**config.mk**
```make
export PLATFORM = sky130hd
export DESIGN_NAME = echo_distance_median_filter
export DESIGN_NICKNAME = d
export VERILOG_FILES = /design/src/rtl/edmf_pkg.sv /design/src/rtl/edmf_ram.sv /design/src/rtl/echo_distance_median_filter.sv
export VERILOG_INCLUDE_DIRS = /design/src /design/src/rtl
export SDC_FILE = /design/constraint.sdc
export NUM_CORES = 1
export LEC_CHECK = 0
export BUFFER_PORTS_ARGS = -buffer_cell sky130_fd_sc_hd__clkbuf_2
export CAP_MARGIN = 0
export CORE_ASPECT_RATIO = 1.5
export CORE_UTILIZATION = 40
export DETAILED_ROUTE_END_ITERATION = 7
export PLACE_DENSITY = 0.57
export SYNTH_ARGS = -nofsm -noshare
export SYNTH_HDL_FRONTEND = slang
export SYNTH_SLANG_ARGS = --single-unit
```
**constraint.sdc**
```tcl
create_clock -name clk -period 10.6 [get_ports clk]
set_input_delay 1.59 -clock clk [delete_from_list [all_inputs] [get_ports clk]]
set_output_delay 1.59 -clock clk [all_outputs]
set_load 0.01 [all_outputs]
```
**src/rtl/echo_distance_median_filter_macros.svh**
```systemverilog
// ----------------------------------------------------------------------------
// echo distance median filter assertion macros
// shared concurrent assertion forms, clocked on clk
// ----------------------------------------------------------------------------
`ifndef ECHO_DISTANCE_MEDIAN_FILTER_MACROS_SVH
`define ECHO_DISTANCE_MEDIAN_FILTER_MACROS_SVH

// assertion that is ignored while reset is held
`define EDMF_ASSERT(lbl, prop, msg) \
  lbl: assert property (@(posedge clk) disable iff (!rst_n) prop) else $error(msg);

// assertion that also holds across reset
`define EDMF_ASSERT_ALWAYS(lbl, prop, msg) \
  lbl: assert property (@(posedge clk) prop) else $error(msg);

`endif

```
**src/rtl/edmf_pkg.sv**
```systemverilog
// ----------------------------------------------------------------------------
// edmf_pkg
// types and fixed constants of the echo distance median filter
// ----------------------------------------------------------------------------
package edmf_pkg;

  // field widths
  localparam int ECHO_W = 14;
  localparam int DIST_W = 16;

  // distance reported for a timed out reading
  localparam logic [DIST_W-1:0] DIST_TIMEOUT = 16'hFFFF;

  // timer limit: widths at or above this count as a timeout
  localparam logic [16:0] ECHO_LIMIT_US = 17'd10000;

  // width * 340 / 200 == (width * 17) / 10
  localparam int              SCALE_W   = 19;
  // reciprocal of 10 scaled by 2**22, exact for products below 699050
  localparam logic [SCALE_W-1:0] RECIP_10 = 19'd419431;
  localparam int              RECIP_SH  = 22;
  localparam int              PROD_W    = 2 * SCALE_W;

  // sequencer states
  typedef enum logic [2:0] {
    ST_IDLE,
    ST_SCAN,
    ST_PLACE,
    ST_MED_RD,
    ST_MED_OUT
  } edmf_state_t;

endpackage

```
**src/rtl/edmf_ram.sv**
```systemverilog
// ----------------------------------------------------------------------------
// edmf_ram
// generic simple dual port ram, one write and one registered read per cycle
// ----------------------------------------------------------------------------
module edmf_ram #(
  parameter int WIDTH = 16,
  parameter int DEPTH = 5,
  parameter int AW    = (DEPTH > 1) ? $clog2(DEPTH) : 1
) (
  input  logic             clk,
  input  logic             we,
  input  logic [AW-1:0]    waddr,
  input  logic [WIDTH-1:0] wdata,
  input  logic [AW-1:0]    raddr,
  output logic [WIDTH-1:0] rdata
);

  logic [WIDTH-1:0] mem [DEPTH];

  // write port
  always_ff @(posedge clk) begin
    if (we) begin
      mem[waddr] <= wdata;
    end
  end

  // registered read, returns old data on a same-address write
  always_ff @(posedge clk) begin
    rdata <= mem[raddr];
  end

endmodule

```
**src/rtl/echo_distance_median_filter.sv**
```systemverilog
// ----------------------------------------------------------------------------
// echo_distance_median_filter
// a reading is accepted only in ST_IDLE and is then stored by an insertion
//   walk over the window ram: ST_SCAN moves one entry per cycle, and ST_PLACE
//   writes slot 0 or an empty window; no new reading is taken until it is stored;
//   the window-closing reading then passes ST_MED_RD and ST_MED_OUT, which
//   waits for out_tready while a result is still held, to register the median
// reset: window count and handshakes clear; the window ram is not cleared
// ----------------------------------------------------------------------------
module echo_distance_median_filter
  import edmf_pkg::*;
#(
  parameter int WINDOW_LEN = 5
) (
  input  logic        clk,
  input  logic        rst_n,
  // input readings
  input  logic        in_tvalid,
  output logic        in_tready,
  input  logic [15:0] in_tdata,   // [13:0] echo_width_us, [15:14] zero
  input  logic        in_tuser,   // [0] timed_out
  // median distances
  output logic        out_tvalid,
  input  logic        out_tready,
  output logic [15:0] out_tdata   // [15:0] distance_mm
);

  localparam int AW = (WINDOW_LEN > 1) ? $clog2(WINDOW_LEN) : 1;
  localparam logic [AW-1:0] LAST_IDX = AW'(WINDOW_LEN - 1);
  localparam logic [AW-1:0] MID_IDX  = AW'(WINDOW_LEN / 2);

  edmf_state_t       state_r, state_nxt;
  logic [AW-1:0]     fill_count_r, fill_count_nxt;
  logic [AW-1:0]     pos_r, pos_nxt;
  logic [DIST_W-1:0] new_r, new_nxt;
  logic              out_tvalid_r, out_tvalid_nxt;
  logic [DIST_W-1:0] out_tdata_r, out_tdata_nxt;

  logic              ram_we;
  logic [AW-1:0]     ram_waddr;
  logic [DIST_W-1:0] ram_wdata;
  logic [AW-1:0]     ram_raddr;
  logic [DIST_W-1:0] ram_rdata;

  logic [ECHO_W-1:0]  echo_w;
  logic [SCALE_W-1:0] scaled;
  logic [PROD_W-1:0]  prod;
  logic               is_timeout;
  logic [DIST_W-1:0]  dist_mm;
  logic               win_done;

  // width to distance: (w * 17) / 10 through a reciprocal multiply
  assign echo_w     = in_tdata[ECHO_W-1:0];
  assign scaled     = (SCALE_W'(echo_w) << 4) + SCALE_W'(echo_w);
  assign prod       = PROD_W'(scaled) * PROD_W'(RECIP_10);
  assign is_timeout = in_tuser || ({3'b000, echo_w} >= ECHO_LIMIT_US);
  assign dist_mm    = is_timeout ? DIST_TIMEOUT : prod[RECIP_SH +: DIST_W];

  // window ram, kept sorted ascending over entries 0..fill_count-1
  edmf_ram #(
    .WIDTH (DIST_W),
    .DEPTH (WINDOW_LEN)
  ) u_window_ram (
    .clk   (clk),
    .we    (ram_we),
    .waddr (ram_waddr),
    .wdata (ram_wdata),
    .raddr (ram_raddr),
    .rdata (ram_rdata)
  );

  // state and control registers
  always_ff @(posedge clk) begin
    if (!rst_n) begin
      state_r      <= ST_IDLE;
      fill_count_r <= '0;
      out_tvalid_r <= 1'b0;
    end else begin
      state_r      <= state_nxt;
      fill_count_r <= fill_count_nxt;
      out_tvalid_r <= out_tvalid_nxt;
    end
  end

  // payload registers
  always_ff @(posedge clk) begin
    pos_r       <= pos_nxt;
    new_r       <= new_nxt;
    out_tdata_r <= out_tdata_nxt;
  end

  // insertion walk sequencer
  always_comb begin
    state_nxt      = state_r;
    fill_count_nxt = fill_count_r;
    pos_nxt        = pos_r;
    new_nxt        = new_r;
    out_tvalid_nxt = out_tvalid_r;
    out_tdata_nxt  = out_tdata_r;
    in_tready      = 1'b0;
    ram_we         = 1'b0;
    ram_waddr      = pos_r;
    ram_wdata      = new_r;
    ram_raddr      = pos_r;
    win_done       = 1'b0;

    // result register drains independently
    if (out_tvalid_r && out_tready) begin
      out_tvalid_nxt = 1'b0;
    end

    unique case (state_r)
      ST_IDLE: begin
        in_tready = 1'b1;
        if (in_tvalid) begin
          new_nxt = dist_mm;
          if (fill_count_r == '0) begin
            pos_nxt   = '0;
            state_nxt = ST_PLACE;
          end else begin
            // start at the largest stored entry
            ram_raddr = fill_count_r - AW'(1);
            pos_nxt   = fill_count_r - AW'(1);
            state_nxt = ST_SCAN;
          end
        end
      end
      ST_SCAN: begin
        ram_we    = 1'b1;
        ram_waddr = pos_r + AW'(1);
        if (ram_rdata > new_r) begin
          // move entry up one slot and look one lower
          ram_wdata = ram_rdata;
          if (pos_r == '0) begin
            state_nxt = ST_PLACE;
          end else begin
            ram_raddr = pos_r - AW'(1);
            pos_nxt   = pos_r - AW'(1);
          end
        end else begin
          ram_wdata = new_r;
          win_done  = 1'b1;
        end
      end
      ST_PLACE: begin
        ram_we    = 1'b1;
        ram_waddr = pos_r;
        ram_wdata = new_r;
        win_done  = 1'b1;
      end
      ST_MED_RD: begin
        ram_raddr = MID_IDX;
        state_nxt = ST_MED_OUT;
      end
      ST_MED_OUT: begin
        ram_raddr = MID_IDX;
        if (!out_tvalid_r || out_tready) begin
          out_tvalid_nxt = 1'b1;
          out_tdata_nxt  = ram_rdata;
          fill_count_nxt = '0;
          state_nxt      = ST_IDLE;
        end
      end
      default: begin
        state_nxt = ST_IDLE;
      end
    endcase

    // reading stored: close the window or count it
    if (win_done) begin
      if (fill_count_r == LAST_IDX) begin
        state_nxt = ST_MED_RD;
      end else begin
        fill_count_nxt = fill_count_r + AW'(1);
        state_nxt      = ST_IDLE;
      end
    end
  end

  assign out_tvalid = out_tvalid_r;
  assign out_tdata  = out_tdata_r;

  // checks
  `include "echo_distance_median_filter_macros.svh"

  `EDMF_ASSERT(a_fill_in_range, fill_count_r <= LAST_IDX, "fill count past window end")
  `EDMF_ASSERT(a_scan_below_fill, (state_r == ST_SCAN) |-> (pos_r < fill_count_r), "scan past fill")
  `EDMF_ASSERT(a_med_rd_then_out, (state_r == ST_MED_RD) |=> (state_r == ST_MED_OUT), "median read lost")
  `EDMF_ASSERT(a_out_from_median, $rose(out_tvalid_r) |-> $past(state_r == ST_MED_OUT), "result without median")
  `EDMF_ASSERT(a_window_restart, (state_r == ST_MED_OUT && state_nxt == ST_IDLE) |=> (fill_count_r == '0), "window not restarted")

endmodule
```
**After elaboration in Yosys (flattened, before gate mapping)**

Memories as Yosys holds them, arrays and structs flattened. A register that Yosys moved wholly into a read port is not among the register bits.
Cells that the tools add are included.

- Register bits: 42
- Bits in writable memories: 80
- Input port bits: 21
- Output and inout port bits: 18
- Word-level logic and storage cells: 72
- Memories: 1

Memories:

| memory | words | bits a word | read ports | clocked after Yosys merged registers in | write ports | line | source |
|---|---|---|---|---|---|---|---|
| u_window_ram.mem | 5 | 16 | 1 | 1 | 1 | edmf_ram.sv:18 | `logic [WIDTH-1:0] mem [DEPTH];` |

- $add $sub $neg: 5
- $mul: 1
- Order comparisons: 2
- Equality and inequality tests: 11
- Mux-type cells: 32
- Reduce and logical (&&, ||, !) cells: 14

Operators by type and width:

| cell | number |
|---|---|
| 2-to-1 mux 3 bit | 16 |
| multiplier 19 x 19 -> 38 bit (second input constant) | 1 |
| 2-to-1 mux 16 bit | 2 |
| adder 18 x 14 -> 19 bit | 1 |
| > comparator 16 bit | 1 |
| case mux 3 bit (5 select lines) | 1 |
| greater-or-equal comparator 14 bit (second input constant) | 1 |
| != test 3 bit (second input constant) | 4 |
| logical NOT 3 bit | 3 |
| case mux 3 bit (3 select lines) | 1 |
| 2-to-1 mux 1 bit | 8 |
| adder 3 x 1 -> 3 bit (second input constant) | 2 |
| equality test 3 x 2 -> 1 bit (second input constant) | 2 |
| equality test 3 bit (second input constant) | 2 |
| case mux 3 bit (2 select lines) | 1 |
| AND reduction 2 bit | 3 |
| subtractor 3 x 1 -> 3 bit (second input constant) | 2 |
| AND reduction 5 bit | 1 |
| 2-to-1 mux 2 bit | 2 |
| != test 2 bit (second input constant) | 2 |
| OR reduction 2 bit | 2 |
| equality test 3 x 1 -> 1 bit (second input constant) | 1 |
| logical OR 1 bit | 2 |
| case mux 1 bit (2 select lines) | 1 |
| other kinds (3) | 3 |

**Depth between registers and ports, before layout**

- Depth in word-level cells: 6
- Mapped depth: 31
- Gate-level depth less buffers: 30

**Cells and area by module**

Synthesis repeated with hierarchy kept, for this count alone.

- Cell total of the unflattened synthesis: 1,283
- Area, all modules: 13,480.4 µm²

Modules (own cells, without submodules):

| module | instances | cells an instance | area each (µm²) | sequential area each (µm²) |
|---|---|---|---|---|
| echo_distance_median_filter | 1 | 1,089 | 9,978.3 | 1,191.1 |
| edmf_ram | 1 | 194 | 3,502.1 | 2,722.6 |

**Worst setup path before layout**

Ideal clock, no wire load.

- Path type: input to register
- From: input port in_tdata[0]
- To: register new_r[11] (data pin)
- Library setup time: 0.260 ns
- Arrival time: 9.163 ns
- Data required time: 10.340 ns
- Setup slack: 1.177 ns
- Stages on the path: 30
- Buffers on the path: 1
- Cell sequence: ha_1 > fa_1 > a21o_1 > a21oi_1 > o21bai_1 > a2111o_1 > a41oi_1 > nor2_1 > xnor2_1 > inv_1 > ha_1 > fa_1 > inv_1 > fa_1 > inv_1 > fa_1 > fa_1 > inv_1 > fa_1 > inv_1 > ha_1 > a21oi_1 > o21bai_1 > o2bb2ai_1 > a2111oi_0 > a21o_1 > clkbuf_1 > o21ai_0 > a211oi_1 > mux2_2

- Longest elaborated chain between the ends: 2
- Elaborated cells on any way between the ends: 4
- Those cells by class: 1 x add/sub; 1 x mul; 1 x order compare; 1 x reduce/logical

RTL lines:

| element | line | source |
|---|---|---|
| from (decl) | echo_distance_median_filter.sv:20 | `input logic [15:0] in_tdata,` |
| adder 18 x 14 -> 19 bit or greater-or-equal comparator 14 bit (tied branches) | echo_distance_median_filter.sv:54, echo_distance_median_filter.sv:56 |  |
| multiplier 19 x 19 -> 38 bit or logical OR 1 bit (tied branches) | echo_distance_median_filter.sv:55, echo_distance_median_filter.sv:56 |  |
| to (signal assigned) | echo_distance_median_filter.sv:88 | `new_r <= new_nxt;` |
| to (decl) | echo_distance_median_filter.sv:35 | `logic [DIST_W-1:0] new_r, new_nxt;` |

Several ways; a longest one is shown, not always the timed one.
A chain may end at the register's enable or synchronous reset.

**Worst setup path after layout**

- From: input port in_tdata[0]
- To: register new_r[15] (data pin)

Same word-level chain as after synthesis.

==> run summary <==
The worst setup path is launched from an input port. After clock tree synthesis, the clock-pin slew on the worst setup and hold paths is 60 ps. The logs give 65 for the number of unique standard cell types used by synthesis and 7.32 ps for the clock tree skew after final layout. The flow ran to the end, and the final reports show no timing, DRC or antenna violations. Compared with the post-synthesis result, the final layout area differs by 9.71%. The slowest stage of the critical path belongs to the cell fa_1. The first global-routing pass estimated 46.9 mm of wire. After detailed routing, the average wire length per cell comes to 16.7 um. After detailed routing, the number of remaining DRC violations is 0.

The startpoint of the lowest-slack hold path was u_window_ram.mem[4][15]. Measured along the y axis, the die boundary spans 225 um. For the worst setup path, the data arrival time is 9730 ps.

STA puts the critical path data required time at 10790 ps. Counting instances, the worst hold path has a depth of 2. Clock network latency to the later pin of the worst-skew pair: 420 ps.

Across the run, the number of max-cap violations was 0. The count of clock tree sinks was 138; the number of I/O pins was 39. Yosys printed 0 warnings.

Setup repair after global routing left no endpoint under its margin. The logs give 33.1% for the worst relative slew slack and 1594 for the post-synthesis net count. The die covers 0.0339 mm^2. Total core area: 0.0326 mm^2. The via count of the first global-routing pass came out at 9243.

The count of nets left with antenna violations once routing finished came out at 0. The cell count after synthesis came out at 1246. Critical path capture point type: a register. The initial utilization of the core area, before any placement, comes to 40.7%. TritonCTS built the clock tree. Most frequently used flop master after synthesis: edfxtp_1.

The cell area that synthesis handed to floorplanning was 0.0133 mm^2. The total number of nets in the final design was 1636. Leading cell type in the layout, fill and taps excluded: inv_1.

The library cells used most frequently in the layout, excluding fill and tap cells, are inv_1 (328), ha_1 (195), fa_1 (132). The number of placement rows was 81; the max-slew violation count was 0. Entering global routing, the biggest net connects 33 pins. Yosys mapped a number of flops with a built-in enable equal to 115. In this run the clock root is driven by a clkbuf_16.

The detailed router placed 8548 vias in this run. For the finished layout, the period the worst path requires is 9540 ps. The weighted congestion reported at the end of routability-driven placement was 0.911. By startpoint and endpoint, the worst setup path is classified as in -> reg. Setup violations remaining at the end of the flow were counted as 0. The tools report the final count of hold timing violations as 0. Once detailed placement completed, the half-perimeter wirelength came to 23.6 mm. The average instance area after synthesis was 10.7 um^2. The cell that appears most often on the critical path is inv_1.

Measured along the x axis, the die boundary spans 151 um. At the pin with the least slew margin, the transition time is 1000 ps. Hold repair after CTS inserted 0 buffers.

Using the TritonRoute via totals, the vias-per-cell ratio works out to 4.98. For the post-cts sizing count, the log shows 0. In this run the critical register-to-register path is launched from new_r[14]. For the number of antenna violations at the first check in global routing, the log shows 0. The most critical setup path has its startpoint at in_tdata[0]. Summing the sequential cell areas from Yosys gives 29.5% of the chip area. 0 antenna diodes ended up in the layout. Of all flip-flops after synthesis, the portion carrying an async set or reset was 0%. The maximum single-stage delay on the critical path was 550 ps; the share of final-layout standard cells stronger than drive strength 1 was 8.99%. The logic depth of the worst register-to-register path is 10, and the ratio of final minimum period to clock period is 90.0%. Overall global routing resource usage: 18.3%.

In this run the worst hold path is classified as reg -> reg. The routed design has 28.7 mm of wire. The clock passes through at most 2 buffers. Adding up every negative setup slack in the final design gives 0 ps. The buffers inserted during post-CTS setup optimization was 0.

Input and output buffers added on the ports amount to 36. For the count of TritonRoute iterations in the first routing pass, the log shows 4. For this run, the top clock speed supported by timing is 105 MHz. In this run the worst path has a maximum fanout of 7. In this run, synthesis produced a sequential element count of 138. The detailed router finished its first iteration with 369 violations.

The total overflow reported by the global router was 0. The H-tree was split into 4 levels. Clock tree synthesis inserted a total of 17 buffers.
## final cells by class
| class | instances | area, um^2 |
|---|---|---|
| clock buffers | 19 | 443 |
| repair buffers | 48 | 270 |
| multi-input cells | 755 | 8030 |
| fillers | 3126 | 18100 |
| clock inverters | 13 | 165 |
| flip-flops and latches | 138 | 3910 |
| well taps | 415 | 519 |
| inverters | 328 | 1230 |
## cell usage after synthesis, drive strengths merged (10+ instances only)
| cell type | count | share of area, % |
|---|---|---|
| nand2b | 10 | 0.47 |
| inv | 328 | 9.3 |
| nor3 | 14 | 0.53 |
| xor2 | 11 | 0.73 |
| a21oi | 44 | 1.7 |
| fa | 132 | 20 |
| clkbuf | 16 | 0.45 |
| mux2i | 36 | 2.7 |
| dfxtp | 23 | 3.5 |
| nor2 | 31 | 0.88 |
| edfxtp | 115 | 26 |
| o221ai | 16 | 1.5 |
| ha | 195 | 18 |
| o21ai | 28 | 1.1 |
| a21o | 20 | 1.1 |
| nand3 | 15 | 0.60 |
| mux2 | 17 | 1.4 |
| xnor2 | 24 | 1.6 |
| nand2 | 53 | 1.5 |
## metal layers
metal	routed length [um]	up-vias	GRT usage, %
met1	11100	4150	19.2
met3	528	58	1.66
met2	15800	130	35.1
met4	1270	0	9.58
li1	-	4210	-
met5	0	-	0
## flip-flops by register name, summed over array words and instances (netlist names), named ones only
name / count
state_r: 3
fill_count_r: 2
pos_r: 3
new_r: 16
out_tvalid: 1
out_tdata: 16
u_window_ram.rdata: 16
u_window_ram.mem: 80
## worst paths after layout
path                            endpoint  slack, ps
setup / recovery               new_r[15]       1060
hold / removal    u_window_ram.rdata[15]        440
setup reg to reg  u_window_ram.rdata[14]       6400
hold reg to reg   u_window_ram.rdata[15]        440
## worst max-delay path: cells and delay by family
family	cells	cell delay (ps)
adder cells (fa/ha/maj)	9	4160
AO/OA/AOI/OAI	11	2600
XOR/XNOR	1	190
buffers and inverters	8	690
AND/OR/NAND/NOR	1	90
multiplexers	1	380
## logic make-up (layout without fill, tap and decap cells)
group / count (synthesis) / count (layout) / share of synthesized area, %
buf+inv: 353 / 408 / 10.2
fa+ha+maj: 327 / 327 / 38.3
simple gates: 181 / 181 / 7.03
compound gates: 159 / 159 / 8.55
flops: 138 / 138 / 29.5
mux: 53 / 53 / 4.16
xor+xnor: 35 / 35 / 2.31
## per-stage QoR
step	std cells	utilization (%)	hold WS, ps	area (um^2)	setup slack, ps
after global routing	1716	44.6	477	14600	493
after global placement	1684	42.8	429	14000	595
after detailed placement	1684	42.8	437	14000	512
after CTS	1716	44.6	449	14600	948
final	1716	44.6	445	14600	1060
after floorplan	1246	-	408	13300	1180
Power is left out: the tool's default activity adds up to more than one toggle a clock period on the data nets, which glitch-free logic cannot reach.
